[src/rtl/sydd_pkg.sv]
// Shared types, field widths and calendar tables for the same-year day difference core.
package sydd_pkg;

   // Field widths
   localparam int DayW      = 7;
   localparam int MonthW    = 7;
   localparam int YearW     = 14;
   localparam int CountW    = 9;
   localparam int ReqDataW  = 64;
   localparam int RspDataW  = 16;

   // Result status codes, in check order
   typedef enum logic [2:0] {
      StatusOk        = 3'd0,
      StatusYearDiff  = 3'd1,
      StatusBadMonth  = 3'd2,
      StatusBadDay    = 3'd3,
      StatusOrder     = 3'd4
   } status_type;

   // One request beat, unpacked
   typedef struct packed {
      logic [DayW-1:0]   start_day;
      logic [MonthW-1:0] start_month;
      logic [YearW-1:0]  start_year;
      logic [DayW-1:0]   end_day;
      logic [MonthW-1:0] end_month;
      logic [YearW-1:0]  end_year;
      logic              include_end;
   } req_type;

   // One response beat, unpacked
   typedef struct packed {
      logic [CountW-1:0] day_count;
      status_type        status;
   } rsp_type;

   // Divisibility by 25: multiply by the inverse of 25 mod 2^14, then a
   // multiple of 25 lands at or below floor((2^14 - 1) / 25).
   localparam logic [YearW-1:0] Inv25 = 14'd7209;
   localparam logic [YearW-1:0] Lim25 = 14'd655;

   // Gregorian 4/100/400 leap rule
   function automatic logic is_leap(input logic [YearW-1:0] year);
      logic [2*YearW-1:0] prod;
      logic               div4;
      logic               div16;
      logic               div25;
      prod  = year * Inv25;
      div25 = (prod[YearW-1:0] <= Lim25);
      div4  = (year[1:0] == 2'd0);
      div16 = (year[3:0] == 4'd0);
      return div4 && (!div25 || div16);
   endfunction

   // Days in a month (month 1..12), zero for anything else
   function automatic logic [4:0] month_len(input logic [3:0] month, input logic leap);
      logic [4:0] len;
      case (month)
         4'd1, 4'd3, 4'd5, 4'd7, 4'd8, 4'd10, 4'd12: len = 5'd31;
         4'd4, 4'd6, 4'd9, 4'd11:                    len = 5'd30;
         4'd2:    len = leap ? 5'd29 : 5'd28;
         default: len = 5'd0;
      endcase
      return len;
   endfunction

   // Day of year of the first of a month (month 1..12)
   function automatic logic [8:0] first_doy(input logic [3:0] month, input logic leap);
      logic [8:0] doy;
      case (month)
         4'd1:    doy = 9'd1;
         4'd2:    doy = 9'd32;
         4'd3:    doy = 9'd60;
         4'd4:    doy = 9'd91;
         4'd5:    doy = 9'd121;
         4'd6:    doy = 9'd152;
         4'd7:    doy = 9'd182;
         4'd8:    doy = 9'd213;
         4'd9:    doy = 9'd244;
         4'd10:   doy = 9'd274;
         4'd11:   doy = 9'd305;
         4'd12:   doy = 9'd335;
         default: doy = 9'd0;
      endcase
      // leap day shifts every month from March on
      if (leap && (month >= 4'd3)) begin
         doy = doy + 9'd1;
      end
      return doy;
   endfunction

endpackage

[src/rtl/sydd_date_check.sv]
// Date validation and day-of-year difference for one registered request.
module sydd_date_check (
   input  sydd_pkg::req_type req,
   output sydd_pkg::rsp_type rsp
);
   import sydd_pkg::*;

   logic       leap;
   logic       sm_ok;
   logic       em_ok;
   logic [3:0] sm;
   logic [3:0] em;
   logic [4:0] s_len;
   logic [4:0] e_len;
   logic       sd_ok;
   logic       ed_ok;
   logic       after;
   logic [9:0] s_pos;
   logic [9:0] e_pos;
   logic [9:0] diff;

   // Month range and table lookups
   assign leap  = is_leap(req.start_year);
   assign sm_ok = (req.start_month >= 7'd1) && (req.start_month <= 7'd12);
   assign em_ok = (req.end_month >= 7'd1) && (req.end_month <= 7'd12);
   assign sm    = req.start_month[3:0];
   assign em    = req.end_month[3:0];
   assign s_len = month_len(sm, leap);
   assign e_len = month_len(em, leap);

   // Day range and ordering
   assign sd_ok = (req.start_day != 7'd0) && (req.start_day <= {2'b00, s_len});
   assign ed_ok = (req.end_day != 7'd0) && (req.end_day <= {2'b00, e_len});
   assign after = (sm > em) || ((sm == em) && (req.start_day > req.end_day));

   // Day-of-year positions; the common offset of one cancels in the difference
   assign s_pos = {1'b0, first_doy(sm, leap)} + {3'b000, req.start_day};
   assign e_pos = {1'b0, first_doy(em, leap)} + {3'b000, req.end_day};
   assign diff  = e_pos - s_pos + {9'd0, req.include_end};

   // First failing check wins
   always_comb begin
      rsp.day_count = '0;
      if (req.start_year != req.end_year) begin
         rsp.status = StatusYearDiff;
      end else if (!sm_ok || !em_ok) begin
         rsp.status = StatusBadMonth;
      end else if (!sd_ok || !ed_ok) begin
         rsp.status = StatusBadDay;
      end else if (after) begin
         rsp.status = StatusOrder;
      end else begin
         rsp.status    = StatusOk;
         rsp.day_count = diff[CountW-1:0];
      end
   end

endmodule

[src/rtl/same_year_day_difference_core.sv]
// Top level of the same-year day difference core: input stage, check logic, output stage.
//
// Usage
//   req_ channel: one beat carries a start date, an end date (day, month,
//   year each) and an include-end flag. rsp_ channel: one beat per request
//   carries the day count and a status code; the count is zero unless the
//   status is ok. Beats leave in the order they arrive.
// Flow and throughput
//   A request beat is registered in the input stage, checked by single-pass
//   logic (leap test, month tables, one subtraction) and the result
//   registered in the output stage, where it is offered to the receiver.
//   One beat is taken every cycle while the receiver keeps rsp_tready high.
// Reset
//   reset clears both stage valid flags; nothing is in flight afterwards
//   and req_tready is high in the first cycle after reset.
// Stalls
//   With rsp_tready low the output beat is held unchanged. The input stage
//   still takes one more beat while the output stage is full, then
//   req_tready drops until the receiver takes the waiting response.
module same_year_day_difference_core (
   input  logic                          clock,
   input  logic                          reset,
   // req_tdata: start_day[6:0], start_month[13:7], start_year[27:14],
   //            end_day[34:28], end_month[41:35], end_year[55:42],
   //            include_end[56], zero[63:57]
   input  logic                          req_tvalid,
   output logic                          req_tready,
   input  logic [sydd_pkg::ReqDataW-1:0] req_tdata,
   // rsp_tdata: day_count[8:0], status[11:9], zero[15:12]
   output logic                          rsp_tvalid,
   input  logic                          rsp_tready,
   output logic [sydd_pkg::RspDataW-1:0] rsp_tdata
);
   import sydd_pkg::*;

   logic    s1_valid_ff;
   logic    s1_valid_in;
   req_type s1_req_ff;
   req_type req_beat;
   logic    s2_valid_ff;
   logic    s2_valid_in;
   rsp_type s2_rsp_ff;
   rsp_type rsp_calc;
   logic    s1_load;
   logic    s2_load;
   logic    s2_free;

   // Unpack the request beat
   assign req_beat.start_day   = req_tdata[6:0];
   assign req_beat.start_month = req_tdata[13:7];
   assign req_beat.start_year  = req_tdata[27:14];
   assign req_beat.end_day     = req_tdata[34:28];
   assign req_beat.end_month   = req_tdata[41:35];
   assign req_beat.end_year    = req_tdata[55:42];
   assign req_beat.include_end = req_tdata[56];

   // Handshake flow: each stage moves when the one after it has room
   assign s2_free     = !s2_valid_ff || rsp_tready;
   assign req_tready  = !s1_valid_ff || s2_free;
   assign s1_load     = req_tvalid && req_tready;
   assign s2_load     = s1_valid_ff && s2_free;
   assign s1_valid_in = s1_load || (s1_valid_ff && !s2_free);
   assign s2_valid_in = s2_load || (s2_valid_ff && !rsp_tready);

   // Stage valid flags
   always_ff @(posedge clock) begin
      if (reset) begin
         s1_valid_ff <= 1'b0;
         s2_valid_ff <= 1'b0;
      end else begin
         s1_valid_ff <= s1_valid_in;
         s2_valid_ff <= s2_valid_in;
      end
   end

   // Stage payloads
   always_ff @(posedge clock) begin
      if (s1_load) begin
         s1_req_ff <= req_beat;
      end
      if (s2_load) begin
         s2_rsp_ff <= rsp_calc;
      end
   end

   sydd_date_check u_date_check (
      .req (s1_req_ff),
      .rsp (rsp_calc)
   );

   // Pack the response beat
   assign rsp_tvalid = s2_valid_ff;
   assign rsp_tdata  = {4'b0000, s2_rsp_ff.status, s2_rsp_ff.day_count};

endmodule

[config.mk]
export PLATFORM = sky130hd
export DESIGN_NAME = same_year_day_difference_core
export DESIGN_NICKNAME = d
export VERILOG_FILES = /design/src/rtl/sydd_pkg.sv /design/src/rtl/sydd_date_check.sv /design/src/rtl/same_year_day_difference_core.sv
export SDC_FILE = /design/constraint.sdc
export NUM_CORES = 1
export LEC_CHECK = 0
export ABC_AREA = 1
export BUFFER_PORTS_ARGS = -buffer_cell sky130_fd_sc_hd__buf_4
export CORE_MARGIN = 4
export CORE_UTILIZATION = 55
export CTS_CLUSTER_SIZE = 40
export DETAILED_ROUTE_END_ITERATION = 6
export PLACE_DENSITY = 0.84
export SLEW_MARGIN = 20
export SYNTH_ARGS = -nofsm -noshare
export SYNTH_HDL_FRONTEND = slang
export SYNTH_SLANG_ARGS = --single-unit
[constraint.sdc]
create_clock -name clock -period 9.3 [get_ports clock]
set_input_delay 0.93 -clock clock [delete_from_list [all_inputs] [get_ports clock]]
set_output_delay 0.93 -clock clock [all_outputs]
set_load 0.01 [all_outputs]
==> results.rst, run 1 <==
.. list-table::
   :header-rows: 1

   * - Metric
     - Value
   * - Outcome
     - complete, but fails checks
   * - Failing checks
     - DRC
   * - DP Cell Count
     - roughly 930
   * - Proportion of synthesized chip area in sequential cells
     - 37.8%
   * - Post-synthesis instance area
     - roughly 0.0065 mm²
   * - Time the final worst path needs with I/O delays and setup
     - around 7.6 ns
   * - Router iterations before antenna repair
     - 7
   * - Nets@finish
     - approximately 970
   * - Fraction of post-synthesis cell area in the top cell type by area
     - a little under a third
   * - Largest net degree at the start of global routing
     - 58
   * - Maximum root-to-sink buffer count
     - 2
   * - Cell taking the most area after synthesis
     - edfxtp_1
   * - Post-synth ARST share
     - 0%
   * - Mean Syn Cell Area
     - 9.17 µm²
   * - Fraction of final layout cells with drive strength greater than 1
     - 15.4%
   * - Number of register bits inferred by synthesis
     - 89
   * - Most used routing layer in global routing
     - met2
   * - Detailed Route WL
     - 13000 µm
   * - Met2 usage in global routing
     - 34.7%
   * - Global route overflow
     - 0
   * - Clock sink count
     - 89
   * - Setup Fix Bufs, Post-CTS
     - 0
   * - Post-route non-filler standard cell count
     - 944
   * - Final setup vio count
     - 0
   * - Number of warning messages in the yosys log
     - 0
   * - Worst-path cell with the longest stage delay
     - edfxtp_1
   * - Total via count after detailed routing
     - 4908
   * - Period Utilization, post-route
     - between 80% and 90%
   * - Register area
     - 0.00247 mm²
   * - Count of hold buffers inserted by post-cts repair
     - 0
   * - Reg-to-reg setup timing slack
     - 1.71 ns
   * - Initial antenna violation count
     - 0
   * - CP peak stage delay
     - 0.58 ns
   * - Routing usage on met3
     - 3.50%
   * - Vias per cell
     - 5.20
   * - Pins Over Slew Limit
     - 0
   * - Global-route usage over all layers
     - 20.8%
   * - Unrepaired setup endpoints after global routing
     - false
   * - Tightest Pin Transition
     - about 0.80 ns
   * - HP Class
     - flop to flop
   * - Number of H-tree levels
     - 3
   * - CTS Buf Count
     - 9
   * - Clock root cell
     - clkbuf_16
   * - Syn Inst Count
     - 713
   * - Tightest hold margin
     - 0.504 ns
   * - Num rows
     - 39
   * - Synth Flop Type
     - edfxtp_1
   * - Vertical die dimension
     - 117 µm
   * - Vias in the first global route
     - approximately 5000
   * - X dimension of the die
     - 117 µm
   * - RR Startpoint
     - s1_req_ff[31]$_DFFE_PP_
   * - Kind of critical path
     - flop to flop
   * - Number of flops mapped to enable cells by yosys
     - roughly 70
   * - CTS tree
     - yes
   * - Achievable frequency
     - 132 MHz
   * - Final ANT Viol Nets
     - 0
   * - Place WS
     - 1.82 ns
   * - Critical Path Start
     - s1_req_ff[31]$_DFFE_PP_
   * - N_diodes
     - 0
   * - Area Growth Syn to Fin
     - 15.5%
   * - Starting DRC count in detailed routing
     - 273
   * - Leakage power
     - 3.73 nW
   * - Distinct cell type count of the synthesized netlist
     - 46
   * - Final Skew
     - around 0.011 ns
   * - Area taken by multi-input logic gates
     - around 0.0034 mm²
   * - Startpoint kind of the worst setup timing path
     - flop
   * - Power density over the cells
     - 183 mW/mm²
   * - Reported max-cap violation count
     - 0
   * - Critical path destination
     - rsp_tdata[8]$_SDFFCE_PP0P_
   * - Number of top-level design ports
     - 86
   * - Max rail drop VDD
     - 0.000125 V
   * - Total count of hold-check failures in the final report
     - 0
   * - Top fanout value on the critical path
     - 7
   * - HPWL reported at the end of detailed placement
     - 10400 µm
   * - Final routed wire length divided by cell count
     - 13.7 µm
   * - Total DRC errors in the routed layout
     - 3
   * - Total core area
     - between 0.01 and 0.015 mm²
   * - First-pass GRT wire length
     - 22100 µm
   * - Met1 track demand over resource
     - about a quarter
   * - Worst-path clk slew
     - 0.06 ns
   * - # port buffers
     - 74
   * - Depth of the most critical reg-to-reg path
     - 37
   * - Initial cell density of the core
     - between 50% and 60%
   * - Most used cell along the critical path
     - fa_1
   * - Total of cells resized after clock tree synthesis
     - 0
   * - Layout fillers
     - 896
   * - Critical path endpoint category
     - flop
   * - Worst slew margin relative to its limit
     - 46.5%
   * - Capture point of the worst reg-to-reg path
     - rsp_tdata[8]$_SDFFCE_PP0P_
   * - Most repeated cell in the gate-level netlist after synthesis
     - inv_1
   * - Final sum of negative setup slack
     - 0 ns
   * - Leading cell types by count after synthesis
     - inv_1, nand2_1, ha_1, edfxtp_1, nor2_1
   * - Full die area
     - 0.0137 mm²
   * - Arrival time worst endpoint
     - 7.69 ns
   * - Clk Latency, worst-skew pair
     - 0.35 ns
   * - Routability-driven placement congestion ratio
     - 0.952
   * - Critical path data required time
     - 9.40 ns
   * - PnR worst setup slack
     - 1.71 ns
   * - Dominant cells by area after synthesis
     - edfxtp_1, ha_1, inv_1
==> worst min-delay path by stage <==
stage,depth (start not counted),from,end
2_1_floorplan,2,s1_valid_ff$_SDFF_PP0_,rsp_tvalid$_SDFF_PP0_
3_3_place_gp,2,s1_valid_ff$_SDFF_PP0_,rsp_tvalid$_SDFF_PP0_
3_5_place_dp,2,s1_valid_ff$_SDFF_PP0_,rsp_tvalid$_SDFF_PP0_
4_1_cts,2,s1_valid_ff$_SDFF_PP0_,rsp_tvalid$_SDFF_PP0_
5_1_grt,2,s1_valid_ff$_SDFF_PP0_,rsp_tvalid$_SDFF_PP0_
6_report,2,rsp_tvalid$_SDFF_PP0_,rsp_tvalid$_SDFF_PP0_
==> cells by family (layout without fill, tap and decap cells) <==
| kind of cell | after synthesis | after routing | synth area share (%) |
|---|---|---|---|
| simple gates | 247 | 247 | 17.9 |
| flops | 89 | 89 | 37.8 |
| buf+inv | 165 | 250 | 9.80 |
| fa+ha+maj | 108 | 108 | 23.5 |
| other cells | 1 | 4 | 0.0574 |
| xor+xnor | 34 | 34 | 4.78 |
| compound gates | 69 | 69 | 6.14 |
==> critical path: cells and delay by family, from the launching register on <==
kind                       cells  cell delay [ns]
adders and majority gates      9             3.80
and+or+nand+nor               15             1.34
AOI/OAI and AO/OA              6             0.81
DFF                            1             0.58
xor gates and xnor gates       2             0.50
buffers and inverters          5             0.33
==> cells in the final DEF, fill, tap and decap left out, drive strengths merged <==
cell type  netlist  layout
nand4           11      11
xor2            19      19
nor4             5       5
edfxtp          69      69
and3             1       1
bufinv           0       1
ha              83      83
inv            159     162
and2             1       1
a41oi            1       1
o21bai           1       1
a21oi           28      28
clkinv           0       2
clkbuf           1      10
nand2b           1       1
dfxtp           20      20
nand3b           3       3
nor3b            3       3
o311ai           1       1
a31oi            1       1
a21boi           1       1
o21ai           22      22
o211ai           9       9
nor3             8       8
xnor2           15      15
a31o             1       1
or2              7       7
buf              5      75
o31ai            1       1
nand3           44      44
fa              25      25
conb             1       4
o2111ai          2       2
o21a             1       1
nand2          116     116
nor2            47      47
==> per-layer routing <==
metal  vias up  part of all wire (%)
met5         -                     0
met4         0                   3.5
met3        37                   6.4
met2       149                    47
met1      2243                    43
li1       2479                     -
==> metrics by stage <==
step	power, W	area [µm²]	utilization (%)
after floorplan	0.000904	6550	-
after global placement	0.000998	7250	63.0
after detailed placement	0.00102	7250	63.0
after CTS	0.00139	7550	65.5
after global routing	0.00151	7550	65.6
final	0.00138	7550	65.6
==> layout make-up <==
cell class | instances | area share (%)
Multi-Input combinational cell | 462 | 45.6
Clock buffer | 10 | 3.03
Timing Repair Buffer | 75 | 7.46
Clock inverter | 6 | 0.862
Tap cell | 143 | 2.37
Sequential cell | 89 | 32.7
Inverter | 159 | 7.97
==> power breakdown <==
part,switching (W),internal (W),total [W]
sequential,0.0000245,0.000459,0.000483
clock,0.000153,0.000210,0.000363
combinational,0.000318,0.000217,0.000535
total,0.000496,0.000885,0.00138
Power figures use the tool's default switching activity.
==> run 2, diff against run 1 <==
CORE_UTILIZATION = 53   (was 55)
clock period = 6.45 ns   (was 9.3 ns; I/O delays follow)
==> run 2 against run 1 <==
Net effect: the flow finishes with violations (setup timing); largest cell class unchanged; core utilization increased by 3.4 points; worst setup slack got worse by 2.6 ns; fmax rose by 3.4%; design area rose by 10%; sequential power rose by 45%; sequential cell count is the same; highest routed layer unchanged; largest power group unchanged; critical path depth is 1 higher; critical endpoint unchanged; non-clock buffer count up 55.
==> results.rst, run 2 (synthesis results as in run 1) <==
.. list-table::
   :header-rows: 1

   * - Metric
     - Value
   * - Clk Latency, worst-skew pair
     - 0.35 ns (about the same)
   * - Worst-path clk slew
     - 0.07 ns (about the same)
   * - Achievable frequency
     - 136 MHz (+3.4%)
   * - Top fanout value on the critical path
     - 3 (-4)
   * - Failing checks
     - setup timing
   * - Vias per cell
     - 5.39 (+3.7%)
   * - Number of H-tree levels
     - 3 (unchanged)
   * - Clock network fraction of design power
     - 21.7% (-4.6 points)
   * - Largest net degree at the start of global routing
     - 58 (unchanged)
   * - Share of power burned in registers
     - 28.5% (-6.5 points)
   * - Net switching power
     - 0.000929 W (+87%)
   * - # port buffers
     - 74 (unchanged)
   * - Total via count after detailed routing
     - 5519 (+12%)
   * - Total count of hold-check failures in the final report
     - 0 (unchanged)
   * - Internal Power
     - 0.00152 W (+72%)
   * - Final Skew
     - 0.0120 ns (+0.00147 ns)
   * - Tightest Pin Transition
     - 0.814 ns (+0.0184 ns)
   * - Leakage power
     - 4.03 nW (+8.0%)
   * - Pins Over Slew Limit
     - 0 (unchanged)
   * - Reported max-cap violation count
     - 0 (unchanged)
   * - Startpoint kind of the worst setup timing path
     - flop
   * - Vertical die dimension
     - 119 µm (+1.7%)
   * - Starting DRC count in detailed routing
     - 413 (+51%)
   * - CTS tree
     - yes
   * - Power density over the cells
     - 295 mW/mm² (+61%)
   * - Commonest cells after routing, fill and taps aside
     - inv_1, buf_4, nand2_1
   * - Unrepaired setup endpoints after global routing
     - true
   * - Global-route usage over all layers
     - 23.6% (+2.8 points)
   * - Area Growth Syn to Fin
     - 27.2%
   * - Nets@finish
     - 1027 (+5.7%)
   * - Worst slew margin relative to its limit
     - 45.2% (-1.2 points)
   * - Clock root cell
     - clkbuf_16
   * - Vias in the first global route
     - 5466 (+9.5%)
   * - Critical path data required time
     - 6.56 ns (-2.84 ns)
   * - First-pass GRT wire length
     - 26500 µm (+20%)
   * - Final ANT Viol Nets
     - 0 (unchanged)
   * - Global route overflow
     - 0 (unchanged)
   * - Cell family contributing the most delay on the critical path
     - adder cells
   * - Initial cell density of the core
     - 54.2% (-2.6 points)
   * - Fraction of final layout cells with drive strength greater than 1
     - 27.2% (+12 points)
   * - Detailed Route WL
     - 17300 µm (+33%)
   * - RR Startpoint
     - s1_req_ff[30]$_DFFE_PP_
   * - Total core area
     - 0.0121 mm² (+4.7%)
   * - Tightest hold margin
     - 0.457 ns (-0.0471 ns)
   * - Worst-path cell with the longest stage delay
     - fa_2
   * - Router iterations before antenna repair
     - 5 (-2)
   * - Num rows
     - 40 (+2.6%)
   * - Initial antenna violation count
     - 0 (unchanged)
   * - CTS Buf Count
     - 9 (unchanged)
   * - Number of top-level design ports
     - 86 (unchanged)
   * - PnR worst setup slack
     - -0.892 ns (-2.60 ns)
   * - X dimension of the die
     - 119 µm (+1.7%)
   * - Max rail drop VDD
     - 0.000151 V (+20%)
   * - Arrival time worst endpoint
     - 7.45 ns (-0.24 ns)
   * - Commonest non-fill, non-tap cell in the layout
     - inv_1
   * - Final setup vio count
     - 6 (+6)
   * - Count of hold buffers inserted by post-cts repair
     - 0 (unchanged)
   * - Combinational fraction of design power
     - 49.8% (+11 points)
   * - HP Class
     - input pin to flop
   * - Kind of critical path
     - flop to flop
   * - Total DRC errors in the routed layout
     - 0 (-3)
   * - Start point of the worst hold path
     - reset
   * - Place WS
     - -0.541 ns (-2.37 ns)
   * - Critical Path Start
     - s1_req_ff[30]$_DFFE_PP_
   * - Time the final worst path needs with I/O delays and setup
     - 7.34 ns (-0.253 ns)
   * - Clock sink count
     - 89 (unchanged)
   * - Maximum root-to-sink buffer count
     - 2 (unchanged)
   * - Period Utilization, post-route
     - 114% (+32 points)
   * - HPWL reported at the end of detailed placement
     - 11100 µm (+6.3%)
   * - Critical path endpoint category
     - flop
   * - Full die area
     - 0.0142 mm² (+3.5%)
   * - Final routed wire length divided by cell count
     - 16.8 µm (+23%)
   * - Outcome
     - complete, but fails checks
   * - N_diodes
     - 0 (unchanged)
   * - Routability-driven placement congestion ratio
     - 0.894 (-6.0%)
   * - Total buffers and inverters traversed by the critical path
     - 7 (+2)
   * - Fraction of power spent switching nets
     - 37.9% (+2.0 points)
   * - Fraction of the core area covered by cells at the end of the flow
     - 68.9% (+3.4 points)
   * - CP peak stage delay
     - 0.68 ns (+0.10 ns)
run 2: layout make-up:
type / instances / area, µm²
Tap cell: 168 / 210
Clock buffer: 13 / 283
Sequential cell: 89 / 2470
Fill cell: 814 / 3750
Multi-Input combinational cell: 462 / 3720
Timing Repair Buffer: 130 / 998
Clock inverter: 3 / 22.5
Inverter: 159 / 604
run 2: power by group through the flow:
stage               combinational (W)  clock, W  sequential, W
CTS                           0.00102  0.000530       0.000696
finish                        0.00122  0.000532       0.000699
floorplan                    0.000619         0       0.000700
detailed placement           0.000872         0       0.000707
global route                  0.00134  0.000558       0.000702
global placement             0.000836         0       0.000705
run 2: worst reg2reg max path: cells and delay by family, from the launching register on:
| family | cells | cell delay, ns |
|---|---|---|
| AO/OA/AOI/OAI | 4 | 0.65 |
| XOR/XNOR | 2 | 0.36 |
| adder cells (fa/ha/maj) | 9 | 3.74 |
| buffers and inverters | 7 | 0.46 |
| flip-flops | 1 | 0.49 |
| AND/OR/NAND/NOR | 16 | 1.38 |
run 2: layer usage:
metal	up-vias	wire length, µm	track usage [%]	part of all wire, %
li1	2582	-	-	-
met1	2589	6710	28.4	39
met2	277	8510	40.9	49
met3	71	1220	4.23	7.1
met4	0	809	10.9	4.7
met5	-	0	0	0
run 2: through the flow:
step	total power (W)	TNS (ns)	instance area, µm²	std cells
after detailed placement	0.00158	-0.594	7560	987
after global routing	0.00260	-3.08	8310	1024
after CTS	0.00225	-0.691	8140	1015
final	0.00245	-1.98	8310	1024
after floorplan	0.00132	-0.322	6580	716
after global placement	0.00154	-0.359	7560	987
run 2: final timing paths:
check                                                   to  slack (ns)  cells after the start
worst max-delay path            rsp_tdata[8]$_SDFFCE_PP0P_       -0.89                     38
worst max register to register  rsp_tdata[8]$_SDFFCE_PP0P_       -0.89                     38
worst min register to register       rsp_tvalid$_SDFF_PP0_        0.51                      2
worst min-delay path                s1_valid_ff$_SDFF_PP0_        0.46                      2
run 2: repair_timing:
item / 4_1_cts / 5_1_grt
resized for setup: 39 / 24
pin swaps: 51 / 27
setup endpoints to repair: 4 / 9
buffers inserted: 15 / 10
==> run 3, diff against run 2 <==
CAP_MARGIN = 10   (was not set)
SKIP_CTS_REPAIR_TIMING = 1   (was not set)
==> run 3 against run 2 <==
Net effect: the run still ends with setup timing left; non-clock buffer count shrank 13; via count fell by 5.1%; routed wire length shrank 12%; highest routed layer unchanged; clock skew fell by 0.0013 ns; design area shrank 2.9%.
==> results.rst, run 3 (synthesis results as in run 1) <==
.. list-table::
   :header-rows: 1

   * - Metric
     - Value
   * - Outcome
     - complete, but fails checks
   * - Failing checks
     - setup timing
   * - Critical path data required time
     - 6.55 ns (about the same)
   * - Internal Power
     - 0.00144 W (-5.6%)
   * - RR Startpoint
     - s1_req_ff[31]$_DFFE_PP_
   * - PnR worst setup slack
     - -0.800 ns (+0.0911 ns)
   * - Most used routing layer in global routing
     - met2
   * - HPWL reported at the end of detailed placement
     - 11100 µm (unchanged)
   * - Total DRC errors in the routed layout
     - 0 (unchanged)
   * - Arrival time worst endpoint
     - 7.35 ns (-0.10 ns)
   * - Critical Path Start
     - s1_req_ff[31]$_DFFE_PP_
   * - Vias in the first global route
     - 5123 (-6.3%)
   * - Reg-to-reg setup timing slack
     - -0.80 ns (+0.09 ns)
   * - Final sum of negative setup slack
     - -1.92 ns (+0.0593 ns)
   * - Capture point of the worst reg-to-reg path
     - rsp_tdata[8]$_SDFFCE_PP0P_
   * - Vertical die dimension
     - 119 µm (unchanged)
   * - N_diodes
     - 0 (unchanged)
   * - Worst-path cell with the longest stage delay
     - fa_1
   * - Number of top-level design ports
     - 86 (unchanged)
   * - Worst slew margin relative to its limit
     - 52.0% (+6.7 points)
   * - Fraction of final layout cells with drive strength greater than 1
     - 23.7% (-3.5 points)
   * - Clock root cell
     - clkbuf_16
   * - Critical path destination
     - rsp_tdata[8]$_SDFFCE_PP0P_
   * - Maximum root-to-sink buffer count
     - 2 (unchanged)
   * - CP peak stage delay
     - 0.58 ns (-0.10 ns)
   * - Leakage power
     - 3.94 nW (-2.3%)
   * - Final routed wire length divided by cell count
     - 15.0 µm (-11%)
   * - X dimension of the die
     - 119 µm (unchanged)
   * - Startpoint kind of the worst setup timing path
     - flop
   * - Total count of hold-check failures in the final report
     - 0 (unchanged)
   * - CTS Buf Count
     - 9 (unchanged)
   * - Final ANT Viol Nets
     - 0 (unchanged)
   * - Critical path endpoint category
     - flop
   * - Initial antenna violation count
     - 0 (unchanged)
   * - HP Class
     - input pin to flop
   * - First-pass GRT wire length
     - 23700 µm (-11%)
   * - Kind of critical path
     - flop to flop
   * - Post-layout power
     - 0.00227 W (-7.7%)
   * - Tightest Pin Transition
     - 0.720 ns (-0.0937 ns)
   * - Global-route usage over all layers
     - 20.9% (-2.7 points)
   * - Share of power burned in registers
     - 30.8% (+2.3 points)
   * - CTS tree
     - yes
   * - Router iterations before antenna repair
     - 5 (unchanged)
   * - Place WS
     - -0.541 ns (unchanged)
   * - Commonest non-fill, non-tap cell in the layout
     - inv_1
   * - Full die area
     - 0.0142 mm² (unchanged)
   * - Clk Latency, worst-skew pair
     - 0.34 ns (about the same)
   * - Layout fillers
     - 874 (+7.4%)
   * - Total via count after detailed routing
     - 5239 (-5.1%)
   * - Achievable frequency
     - 138 MHz (+1.3%)
   * - Routing usage on met3
     - 3.37% (-0.85 points)
   * - Met2 usage in global routing
     - 36.6% (-4.4 points)
   * - Commonest cells after routing, fill and taps aside
     - inv_1, buf_4, nand2_1
   * - Depth of the most critical reg-to-reg path
     - 38 (unchanged)
   * - Period Utilization, post-route
     - 112% (-1.4 points)
   * - Largest net degree at the start of global routing
     - 58 (unchanged)
   * - Clock sink count
     - 89 (unchanged)
   * - Routability-driven placement congestion ratio
     - 0.894 (unchanged)
   * - Max rail drop VDD
     - 0.000145 V (-3.8%)
   * - Area Growth Syn to Fin
     - 23.5%
   * - Total core area
     - 0.0121 mm² (unchanged)
   * - Vias per cell
     - 5.18 (-3.9%)
   * - Final setup vio count
     - 5 (-1)
   * - Number of H-tree levels
     - 3 (unchanged)
   * - Global route overflow
     - 0 (unchanged)
   * - Met1 track demand over resource
     - 26.1% (-2.3 points)
   * - Num rows
     - 40 (unchanged)
   * - Starting DRC count in detailed routing
     - 301 (-27%)
   * - Unrepaired setup endpoints after global routing
     - true
   * - Detailed Route WL
     - 15200 µm (-12%)
   * - Top fanout value on the critical path
     - 3 (unchanged)
   * - Net switching power
     - 0.000826 W (-11%)
   * - Fraction of power spent switching nets
     - 36.5% (-1.4 points)
   * - Pins Over Slew Limit
     - 0 (unchanged)
   * - Worst Hold Path Cells
     - 2 (unchanged)
   * - Combinational fraction of design power
     - 45.9% (-3.9 points)
   * - Reported max-cap violation count
     - 0 (unchanged)
   * - Final Skew
     - 0.0107 ns (-0.00127 ns)
   * - Power density over the cells
     - 281 mW/mm² (-5.0%)
   * - Nets@finish
     - 1014 (-1.3%)
   * - Initial cell density of the core
     - 54.2% (unchanged)
   * - Time the final worst path needs with I/O delays and setup
     - 7.25 ns (-0.0911 ns)
   * - Clock network fraction of design power
     - 23.3% (+1.6 points)
   * - Worst-path clk slew
     - 0.07 ns (about the same)
   * - # port buffers
     - 74 (unchanged)
==> run 3: changes by cell type in the layout (fill, tap and decap cells not counted), moves of 2 or more <==
cell | before | now
nor3_1 | 5 | 7
inv_1 | 140 | 142
buf_6 | 6 | 2
ha_1 | 73 | 77
nor2_2 | 3 | 1
inv_2 | 16 | 14
nand2_1 | 101 | 103
ha_4 | 10 | 6
xnor2_2 | 3 | 1
a21oi_2 | 10 | 7
a21oi_1 | 18 | 21
buf_4 | 124 | 114
xnor2_1 | 12 | 14
nor2_1 | 41 | 44
==> run 3: metrics by stage <==
stage	util, %	std cells	hold slack [ns]	instance area (µm²)
floorplan	-	716	0.445	6580
global placement	62.7	987	0.452	7560
detailed placement	62.7	987	0.464	7560
CTS	65.2	1003	0.453	7870
global route	67.0	1011	0.462	8080
finish	67.0	1011	0.459	8080
==> run 3: worst min path at each step <==
stage / startpoint / end / slack, ns
finish: reset / s1_valid_ff$_SDFF_PP0_ / 0.46
global placement: s1_valid_ff$_SDFF_PP0_ / rsp_tvalid$_SDFF_PP0_ / 0.45
floorplan: s1_valid_ff$_SDFF_PP0_ / rsp_tvalid$_SDFF_PP0_ / 0.44
CTS: reset / s1_valid_ff$_SDFF_PP0_ / 0.45
detailed placement: s1_valid_ff$_SDFF_PP0_ / rsp_tvalid$_SDFF_PP0_ / 0.46
global route: req_tdata[19] / s1_req_ff[34]$_DFFE_PP_ / 0.46
==> run 3: cell type report <==
cell class / instances / area (µm²) / area share (%)
multi-input combinational: 462 / 3580 / 44.4
sequential: 89 / 2470 / 30.6
timing repair buffer: 117 / 898 / 11.1
inverter: 159 / 604 / 7.48
clock buffer: 13 / 283 / 3.50
tap: 168 / 210 / 2.60
clock inverter: 3 / 22.5 / 0.279
==> run 3: critical path, delay by kind of cell, from the launching register on <==
family                   cells  cell delay, ns
buffers and inverters        6            0.36
AO/OA/AOI/OAI                6            0.76
flip-flops                   1            0.46
XOR/XNOR                     2            0.37
AND/OR/NAND/NOR             15            1.18
adder cells (fa/ha/maj)      9            3.87
==> run 3: routing by layer <==
metal	up-vias	part of all wire (%)	routed length, µm
met4	0	2.7	413
met2	185	50	7590
met5	-	0	0
met1	2458	42	6340
li1	2558	-	-
met3	38	5.7	873
==> run 3: power by group through the flow <==
stage	sequential [W]	clock (W)	combinational, W
floorplan	0.000700	0	0.000619
global placement	0.000705	0	0.000836
detailed placement	0.000707	0	0.000872
CTS	0.000695	0.000530	0.000890
global route	0.000701	0.000557	0.00116
finish	0.000697	0.000528	0.00104
